--- src/rtl/edu_pkg.sv ---
// Shared types and constants of the euclidean distance unit.
package edu_pkg;

   // Lanes, one per coordinate
   localparam int LANE_COUNT = 4;

   // Dimensions register
   localparam int DIMS_WIDTH = 3;
   localparam int DIMS_MIN = 2;
   localparam logic [DIMS_WIDTH-1:0] DIMS_RESET = 3'd4;

   // Load strobes of the two lane stages
   typedef struct packed {
      logic diff;
      logic square;
   } edu_lane_adv_type;

   // Load strobes of the two merge stages
   typedef struct packed {
      logic pair;
      logic total;
   } edu_merge_adv_type;

endpackage

--- src/rtl/edu_lane.sv ---
// One coordinate lane: difference, magnitude and square, two register stages.
module edu_lane
   import edu_pkg::*;
#(
   parameter int COORD_WIDTH = 16
) (
   input  logic                           clock,
   input  edu_lane_adv_type               adv,
   input  logic                           lane_on,
   input  logic signed [COORD_WIDTH-1:0]  coord_a,
   input  logic signed [COORD_WIDTH-1:0]  coord_b,
   output logic [2*COORD_WIDTH-1:0]       square
);

   logic signed [COORD_WIDTH:0] diff;
   logic [COORD_WIDTH:0]        diff_abs;
   logic [COORD_WIDTH-1:0]      mag_in;
   logic [COORD_WIDTH-1:0]      mag_ff;
   logic [2*COORD_WIDTH-1:0]    sq_in;
   logic [2*COORD_WIDTH-1:0]    sq_ff;

   // Take the difference and its magnitude; a lane past the dimension gives zero
   always_comb begin
      diff     = {coord_a[COORD_WIDTH-1], coord_a} - {coord_b[COORD_WIDTH-1], coord_b};
      diff_abs = diff[COORD_WIDTH] ? (~diff + 1'b1) : diff;
      mag_in   = lane_on ? diff_abs[COORD_WIDTH-1:0] : '0;
   end

   // Square the magnitude
   assign sq_in = mag_ff * mag_ff;

   always_ff @(posedge clock) begin
      if (adv.diff) begin
         mag_ff <= mag_in;
      end
      if (adv.square) begin
         sq_ff <= sq_in;
      end
   end

   assign square = sq_ff;

endmodule

--- src/rtl/edu_merge.sv ---
// Merging adder tree: sums the four lane squares over two register stages.
module edu_merge
   import edu_pkg::*;
#(
   parameter int COORD_WIDTH = 16
) (
   input  logic                                    clock,
   input  edu_merge_adv_type                       adv,
   input  logic [LANE_COUNT-1:0][2*COORD_WIDTH-1:0] squares,
   output logic [2*COORD_WIDTH+1:0]                total
);

   localparam int SQ_W = 2 * COORD_WIDTH;

   logic [SQ_W:0]   pair_lo_in;
   logic [SQ_W:0]   pair_hi_in;
   logic [SQ_W:0]   pair_lo_ff;
   logic [SQ_W:0]   pair_hi_ff;
   logic [SQ_W+1:0] total_in;
   logic [SQ_W+1:0] total_ff;

   // Add lanes in pairs, then add the pairs
   assign pair_lo_in = {1'b0, squares[0]} + {1'b0, squares[1]};
   assign pair_hi_in = {1'b0, squares[2]} + {1'b0, squares[3]};
   assign total_in   = {1'b0, pair_lo_ff} + {1'b0, pair_hi_ff};

   always_ff @(posedge clock) begin
      if (adv.pair) begin
         pair_lo_ff <= pair_lo_in;
         pair_hi_ff <= pair_hi_in;
      end
      if (adv.total) begin
         total_ff <= total_in;
      end
   end

   assign total = total_ff;

endmodule

--- src/rtl/edu_isqrt.sv ---
// Pipelined floor square root, one root bit per stage; carries the radicand along.
module edu_isqrt
   import edu_pkg::*;
#(
   parameter int COORD_WIDTH = 16
) (
   input  logic                          clock,
   input  logic [COORD_WIDTH:0]          load,
   input  logic [2*COORD_WIDTH+1:0]      radicand,
   output logic [COORD_WIDTH:0]          root,
   output logic [2*COORD_WIDTH+1:0]      radicand_out
);

   localparam int ROOT_W = COORD_WIDTH + 1;
   localparam int RAD_W  = 2 * ROOT_W;

   logic [ROOT_W:0]   rem_ff  [ROOT_W-1];
   logic [ROOT_W-1:0] root_ff [ROOT_W];
   logic [RAD_W-1:0]  rad_ff  [ROOT_W];

   for (genvar k = 0; k < ROOT_W; k++) begin : g_stage
      localparam int B = ROOT_W - 1 - k;

      logic [ROOT_W:0]   rem_prev;
      logic [ROOT_W-1:0] root_prev;
      logic [RAD_W-1:0]  rad_prev;
      logic [ROOT_W+2:0] rem_shift;
      logic [ROOT_W+2:0] trial;
      logic [ROOT_W+2:0] rem_diff;
      logic              take;

      // Pick up the previous stage, or start from zero at the first
      if (k == 0) begin : g_first
         assign rem_prev  = '0;
         assign root_prev = '0;
         assign rad_prev  = radicand;
      end else begin : g_next
         assign rem_prev  = rem_ff[k-1];
         assign root_prev = root_ff[k-1];
         assign rad_prev  = rad_ff[k-1];
      end

      // Bring down the next two radicand bits and try the next root bit
      assign rem_shift = {rem_prev, rad_prev[2*B+1 -: 2]};
      assign trial     = (ROOT_W+3)'({root_prev, 2'b01});
      assign rem_diff  = rem_shift - trial;
      assign take      = (rem_shift >= trial);

      always_ff @(posedge clock) begin
         if (load[k]) begin
            root_ff[k] <= {root_prev[ROOT_W-2:0], take};
            rad_ff[k]  <= rad_prev;
         end
      end

      // The last stage needs no remainder
      if (k < ROOT_W - 1) begin : g_rem
         always_ff @(posedge clock) begin
            if (load[k]) begin
               rem_ff[k] <= take ? rem_diff[ROOT_W:0] : rem_shift[ROOT_W:0];
            end
         end
      end
   end

   assign root         = root_ff[ROOT_W-1];
   assign radicand_out = rad_ff[ROOT_W-1];

endmodule

--- src/rtl/euclidean_distance_unit_core.sv ---
// Euclidean distance unit top level: lanes, merge tree, square root and flow control.
//
// Takes one pair of points per cycle and returns the exact squared distance over the
// first 2, 3 or 4 coordinates together with its floor square root. The pipeline has two
// lane stages (difference, square), two adder stages, then one stage per root bit of the
// square-root pipeline, whose last stage is the output register. Throughput is one item
// per cycle; a stall on the result side holds the pipeline, and empty stages keep filling
// meanwhile. The dimensions register is taken as 2 for values below two and as 4
// above four; write it only while no item is in flight.
module euclidean_distance_unit_core
   import edu_pkg::*;
#(
   parameter int COORD_WIDTH = 16
) (
   input  logic                                         clock,
   input  logic                                         reset,
   // Configuration
   input  logic                                         csr_wr_en,
   input  logic [DIMS_WIDTH-1:0]                        csr_wr_data,
   // Input items
   input  logic                                         req_tvalid,
   output logic                                         req_tready,
   // a_x, a_y, a_z, a_w, b_x, b_y, b_z, b_w, COORD_WIDTH bits each, from bit 0 up
   input  logic [8*COORD_WIDTH-1:0]                     req_tdata,
   // Result items
   output logic                                         rsp_tvalid,
   input  logic                                         rsp_tready,
   // distance (COORD_WIDTH+1 bits), squared_distance (2*COORD_WIDTH+2 bits),
   // zero fill to a whole byte, from bit 0 up
   output logic [((3*COORD_WIDTH+3+7)/8)*8-1:0]         rsp_tdata
);

   localparam int ROOT_W = COORD_WIDTH + 1;
   localparam int SUM_W  = 2 * COORD_WIDTH + 2;
   localparam int RSP_W  = ((3 * COORD_WIDTH + 3 + 7) / 8) * 8;
   localparam int NSTAGE = 4 + ROOT_W;

   logic [DIMS_WIDTH-1:0]                    dims_ff;
   logic [DIMS_WIDTH-1:0]                    dims_in;
   logic [NSTAGE-1:0]                        valid_ff;
   logic [NSTAGE-1:0]                        valid_in;
   logic [NSTAGE-1:0]                        stage_load;
   logic [LANE_COUNT-1:0]                    lane_on;
   logic [LANE_COUNT-1:0][2*COORD_WIDTH-1:0] squares;
   logic [SUM_W-1:0]                         total;
   logic [ROOT_W-1:0]                        root;
   logic [SUM_W-1:0]                         squared;
   edu_lane_adv_type                         lane_adv;
   edu_merge_adv_type                        merge_adv;

   // Hold the dimensions register until written
   assign dims_in = csr_wr_en ? csr_wr_data : dims_ff;

   // Enable the first two lanes always, the others as the dimension reaches them
   always_comb begin
      for (int i = 0; i < LANE_COUNT; i++) begin
         lane_on[i] = (i < DIMS_MIN) || (dims_ff > DIMS_WIDTH'(i));
      end
   end

   // Stage loads when empty or when the stage after it takes its item
   always_comb begin
      stage_load[NSTAGE-1] = !valid_ff[NSTAGE-1] || rsp_tready;
      for (int k = NSTAGE - 2; k >= 0; k--) begin
         stage_load[k] = !valid_ff[k] || stage_load[k+1];
      end
      valid_in = (stage_load & {valid_ff[NSTAGE-2:0], req_tvalid}) |
                 (~stage_load & valid_ff);
   end

   always_ff @(posedge clock) begin
      if (reset) begin
         dims_ff  <= DIMS_RESET;
         valid_ff <= '0;
      end else begin
         dims_ff  <= dims_in;
         valid_ff <= valid_in;
      end
   end

   assign lane_adv  = '{diff: stage_load[0], square: stage_load[1]};
   assign merge_adv = '{pair: stage_load[2], total: stage_load[3]};

   // One lane per coordinate
   for (genvar i = 0; i < LANE_COUNT; i++) begin : g_lane
      edu_lane #(
         .COORD_WIDTH(COORD_WIDTH)
      ) u_lane (
         .clock   (clock),
         .adv     (lane_adv),
         .lane_on (lane_on[i]),
         .coord_a (req_tdata[i*COORD_WIDTH +: COORD_WIDTH]),
         .coord_b (req_tdata[(i+LANE_COUNT)*COORD_WIDTH +: COORD_WIDTH]),
         .square  (squares[i])
      );
   end

   edu_merge #(
      .COORD_WIDTH(COORD_WIDTH)
   ) u_merge (
      .clock   (clock),
      .adv     (merge_adv),
      .squares (squares),
      .total   (total)
   );

   edu_isqrt #(
      .COORD_WIDTH(COORD_WIDTH)
   ) u_isqrt (
      .clock        (clock),
      .load         (stage_load[NSTAGE-1:4]),
      .radicand     (total),
      .root         (root),
      .radicand_out (squared)
   );

   // Drive the result item from the last root stage
   assign req_tready = stage_load[0];
   assign rsp_tvalid = valid_ff[NSTAGE-1];
   assign rsp_tdata  = RSP_W'({squared, root});

endmodule

--- config.mk ---
export PLATFORM = sky130hd
export DESIGN_NAME = euclidean_distance_unit_core
export DESIGN_NICKNAME = d
export VERILOG_FILES = /design/src/rtl/edu_pkg.sv /design/src/rtl/edu_lane.sv /design/src/rtl/edu_merge.sv /design/src/rtl/edu_isqrt.sv /design/src/rtl/euclidean_distance_unit_core.sv
export SDC_FILE = /design/constraint.sdc
export NUM_CORES = 2
export LEC_CHECK = 0
export ABC_AREA = 1
export BUFFER_PORTS_ARGS = -buffer_cell sky130_fd_sc_hd__buf_2
export CORE_MARGIN = 2
export CORE_UTILIZATION = 65
export CTS_BUF_LIST = sky130_fd_sc_hd__clkbuf_4 sky130_fd_sc_hd__clkbuf_8
export DETAILED_ROUTE_END_ITERATION = 16
export GPL_ROUTABILITY_DRIVEN = 0
export PLACE_DENSITY = 0.87
export SETUP_SLACK_MARGIN = 0.3
export SLEW_MARGIN = 20
export SYNTH_ARGS = -nofsm -noshare
export SYNTH_HDL_FRONTEND = slang
export SYNTH_SLANG_ARGS = --single-unit
--- constraint.sdc ---
create_clock -name clock -period 12.6 [get_ports clock]
set_input_delay 2.52 -clock clock [delete_from_list [all_inputs] [get_ports clock]]
set_output_delay 2.52 -clock clock [all_outputs]
set_load 0.02 [all_outputs]
# After elaboration in Yosys (flattened, before gate mapping)
# Memory sizes are Yosys's and may differ from the RTL's.
# Cells that the tools add are included.
[op_classes]
add_sub_neg = 27
n_mul = 4
magnitude_cmp = 19
muxes = 54
n_bitwise = 8
reduce_logical = 42
[op_table]
columns = ["cell", "count"]
rows = [
  ["$ge 20x19->1", 16],
  ["$mux 18", 16],
  ["$sub 18x18->18", 15],
  ["$mul 16x16->32", 4],
  ["$sub 16x16->17", 4],
  ["$add 32x32->33", 2],
  ["$add 16x1->16 const B", 4],
  ["$mux 16", 4],
  ["$not 16->16", 4],
  ["$and 21x21->21", 2],
  ["$add 33x33->34", 1],
  ["$mux 1", 34],
  ["$logic_not 1->1", 21],
  ["$logic_or 1x1->1", 21],
  ["$not 21->21", 1],
  ["$or 21x21->21", 1],
  ["$gt 3x2->1 const B", 2],
  ["$sub 2x1->3 const B", 1],
  ["$ge 2x1->1 const B", 1],
]
[totals]
register_bits = 316
mem_bits_rw = 1155
in_bits = 136
out_inout_bits = 58
mem_count = 3
[memory_table]
columns = ["name", "words", "word_bits", "read_ports", "rd_ports_with_merged_regs", "wr", "line", "rtl"]
rows = [
  ["u_isqrt.rad_ff", 17, 34, 17, 0, 17, "edu_isqrt.sv:19", "logic [RAD_W-1:0] rad_ff [ROOT_W];"],
  ["u_isqrt.root_ff", 17, 17, 17, 0, 17, "edu_isqrt.sv:18", "logic [ROOT_W-1:0] root_ff [ROOT_W];"],
  ["u_isqrt.rem_ff", 16, 18, 16, 0, 16, "edu_isqrt.sv:17", "logic [ROOT_W:0] rem_ff [ROOT_W-1];"],
]

# Depth between registers and ports, before layout
[depth]
depth_word = 25
ltp_mapped = 28
depth_no_buf = 27

# Cells and area by module
# From an unflattened synthesis, not the netlist that was laid out.
[hier_totals]
hier_cells = 10921
hier_area_um2 = 97977.7
[modules_own_cells]
columns = ["module", "instances", "cells_per_inst", "area_per_inst_um2", "seq_area_each_um2"]
rows = [
  ["edu_isqrt", 1, 3934, 44930.6, 29998.8],
  ["edu_lane at g_lane[2].u_lane", 1, 1315, 10510.1, 1411.4],
  ["edu_lane at g_lane[1].u_lane", 1, 1312, 10476.3, 1411.4],
  ["edu_lane at g_lane[0].u_lane", 1, 1304, 10412.5, 1411.4],
  ["edu_lane at g_lane[3].u_lane", 1, 1290, 10341.2, 1411.4],
  ["edu_merge", 1, 1650, 10306.1, 3002.9],
  ["euclidean_distance_unit_core", 1, 116, 1001.0, 480.5],
]

# Least setup slack after synthesis
# Ideal clock, no wire load.
[synth_timing]
path_kind = "input-to-output"
startpoint = "input rsp_tready"
endpoint = "output req_tready"
arrival_ns = 8.779
required_ns = 10.080
slack_ns = 1.301
cell_stages = 12
path_buffers = 0
cell_sequence = "inv_1 -> nand3_2 -> nor2_4 -> nand4_4 -> nor2_4 -> nand4_4 -> nor2_4 -> nand4_4 -> nor2_4 -> nand4_4 -> nor2_4 -> nand3_2"
[synth_via]
elab_chain_len = 21
[synth_lines]
columns = ["item", "line", "rtl"]
rows = [
  ["start: declaration", "euclidean_distance_unit_core.sv:27", "input logic rsp_tready,"],
  ["$logic_or 1x1->1", "euclidean_distance_unit_core.sv:63", "stage_load[NSTAGE-1] = !valid_ff[NSTAGE-1] || rsp_tready;"],
  ["$logic_or 1x1->1", "euclidean_distance_unit_core.sv:65", "stage_load[k] = !valid_ff[k] || stage_load[k+1];"],
  ["net stage_load[19]", "euclidean_distance_unit_core.sv:42", "logic [NSTAGE-1:0] stage_load;"],
  ["$logic_or 1x1->1 (19 in series)", "euclidean_distance_unit_core.sv:65", ""],
  ["end: declaration", "euclidean_distance_unit_core.sv:22", "output logic req_tready,"],
]
# The timed path passes the listed nets, and every way through them passes these cells.

# Worst setup path after layout
# Ends and elaborated chain as after synthesis.

==> results.tsv <==
metric	value	unit
status	completed	
Core Util, Final	70.4	%
# port buffers	188	
wire per inst	17.4	µm
FF-to-FF Start	g_lane[2].u_lane.mag_ff[3]	
Die ar.	141000	µm²
share of layout cells above drive strength 1	7.31	%
Place WS	3.32	ns
Inserted Clock Buffers	195	
Synth Flop Type	edfxtp_1	
Post-Syn Area	89800	µm²
die width	376	µm
dominant cells by area after synthesis	edfxtp_1 43%, fa_1 15%, ha_1 10%	
row count	136	
vias	61800	
Global Route Usage Sum	27.4	%
final setup margin	3.23	ns
post-synthesis average cell area	10.3	µm²
Hold Vio Cnt, Final	0	
crit-path most repeated cell	nor2_4	
CP Max Fanout	70	
post-synth top area cell	edfxtp_1	
Required @ worst endpoint	10.08	ns
WL final	190000	µm
H-tree depth	4	
# DRC	0	
CTS tree	built	
Gate Count Post-Synth	8713	
reg2reg setup slack	5.62	ns
DIE HEIGHT	376	µm
Root Buffer	clkbuf_8	
Synth Warn #	0	
hold crit path type	flip-flop to flip-flop	
HPWL after DPL	143000	µm
clk slew on worst S/H paths	0.06	ns
worst skew pair latency	0.96	ns
setup TNS	0	ns
Final Critical Period	9.37	ns
starting DRC count in detailed routing	5448	
gr ovfl total	0	
hold_buf cts	0	
Max Slew Vio Count	0	
Worst R2R End	g_lane[2].u_lane.square[28]	
Critical Path Start Type	input pin	
Max Clk Rate	107	MHz
Critical Path Sink	req_tready	
CP endpoint kind	output pin	
CP Class	input pin to output pin	
DR pass1 iterations	7	
clock tree buffer depth	3	
Synth cell types	75	
Ports	194	
Worst path slowest cell	nand4_4	
Final ANT Viol Nets	0	
initial antenna violation count	4	
Worst Setup SP	rsp_tready	
top cell type's share of synthesized area	43.0	%
setup bufs post-CTS	0	
max-cap violations	0	
clk sinks	1311	
vias per cell	5.66	
nets	10500	
Slew @ Worst Pin	1.05	ns
FFs w/ async S/R, synth	0	%
largest net degree at the start of global routing	87	
first-pass GRT wire length	311000	µm
fin crit share	74.4	%
Reg2Reg Depth	22	
CP peak stage delay	0.57	ns
core box area	137000	µm²
setup violators final	0	
vias in the first global route	64600	
clock skew	0.0705	ns
sequential cell area fraction in the yosys report	43.6	%
Post-CTS Resized	0	
#FFs+latches synth	1311	
RSZ-0062 raised after global routing	no	
CP cell instances	buf_2, inv_1, nand3_4, buf_4, nor2_4, nand4_4, nor2_4, nand4_4, buf_4, nor2_4, nand4_4, buf_4, nor2_4, nand4_4, nor2_4, nand3_4, buf_2	
filler instances	8711	
Initial Utilization	65.4	%
crit path DAT	6.85	ns
Post-synth EDFFs	1287	
Hold WS	0.363	ns
slew margin rel.	30.2	%
Area Growth Syn to Fin	7.65	%
==> cell usage after synthesis (all sizes together), types with 2 or more instances <==
master / count
inv: 1905
nand2: 1441
edfxtp: 1287
ha: 736
fa: 660
a21oi: 472
nor2: 472
o21ai: 351
xor2: 307
nand3: 227
xnor2: 176
clkbuf: 133
nor3: 82
a31oi: 68
nand4: 55
o21bai: 35
or2: 35
a21o: 33
buf: 28
o211ai: 25
a21boi: 24
dfxtp: 24
nor4: 22
o21a: 19
o31ai: 15
nand3b: 13
a211oi: 12
a221oi: 12
o2111ai: 8
a31o: 6
a2111oi: 4
and2: 4
a22o: 3
mux2: 3
o311ai: 3
and3: 2
==> registers in the layout, summed over array words and instances (netlist names), named ones only <==
signal and count:
u_isqrt.rad_ff 578, g_lane.u_lane.square 124, u_merge.pair_lo_ff 33, g_lane.u_lane.mag_ff 64, u_merge.total 34, u_isqrt.root_ff 153, u_merge.pair_hi_ff 33, dims_ff 3
u_isqrt.rem_ff 268
==> kinds of logic after synthesis <==
kind of cell | count (synthesis) | synth area share (%)
DFF | 1311 | 43.6
adders and majority gates | 1396 | 25.0
buffers and inverters | 2066 | 8.72
muxes | 3 | 0.0376
and+or+nand+nor | 2355 | 11.0
xor gates and xnor gates | 483 | 4.75
AOI/OAI and AO/OA | 1098 | 6.97
other | 1 | 0.00417
==> area by class of cell <==
class	instances	area, µm²	area share (%)
flip-flops and latches	1311	39100	40.5
repair buffers	209	1120	1.16
clock inverters	103	923	0.955
diodes	3	7.51	0.00776
multi-input cells	5341	42900	44.4
well taps	1794	2240	2.32
inverters	1905	7150	7.40
clock buffers	253	3190	3.30
==> critical path, delay by kind of cell <==
kind / cells / cell delay, ns
buffers and inverters: 6 / 1.60
and+or+nand+nor: 11 / 2.66
==> per-layer routing <==
metal / share of wire, % / up-vias / track usage [%]
met4: 6.3 / 2 / 16.2
met3: 7.1 / 735 / 4.72
li1: - / 28700 / -
met2: 51 / 2798 / 48.9
met1: 36 / 29600 / 30.7
met5: 0.0063 / - / 0
==> placed cells by master, fill, tap and decap left out, drive strengths merged, types with 55 or more instances in the layout <==
cell type,n
a21oi,472
a31oi,68
buf,209
clkbuf,253
clkinv,78
edfxtp,1287
fa,660
ha,736
inv,1914
nand2,1441
nand3,227
nand4,55
nor2,472
nor3,82
o21ai,351
xnor2,176
xor2,307
==> how the worst min path moves through the flow <==
| stage | from | end | slack [ns] | cells after the start |
|---|---|---|---|---|
| CTS | u_isqrt.rad_ff[12][16] | u_isqrt.rad_ff[13][16] | 0.37 | 0 |
| global route | u_isqrt.rad_ff[11][19] | u_isqrt.rad_ff[12][19] | 0.39 | 0 |
| detailed placement | u_merge.total[1] | u_isqrt.rad_ff[0][1] | 0.40 | 0 |
| global placement | u_isqrt.rad_ff[1][3] | u_isqrt.rad_ff[2][3] | 0.40 | 0 |
| floorplan | u_merge.total[0] | u_isqrt.rad_ff[0][0] | 0.40 | 0 |
| finish | u_isqrt.rad_ff[12][16] | u_isqrt.rad_ff[13][16] | 0.36 | 0 |
==> stage by stage <==
stage               instances  instance area, µm²
floorplan                8718               89900
global placement        10600               92500
detailed placement      10600               92500
CTS                     10900               96700
global route            10900               96700
finish                  10900               96700
Power is not shown: default switching activity piles up to over one toggle a cycle in this logic, so the estimate is an artifact.
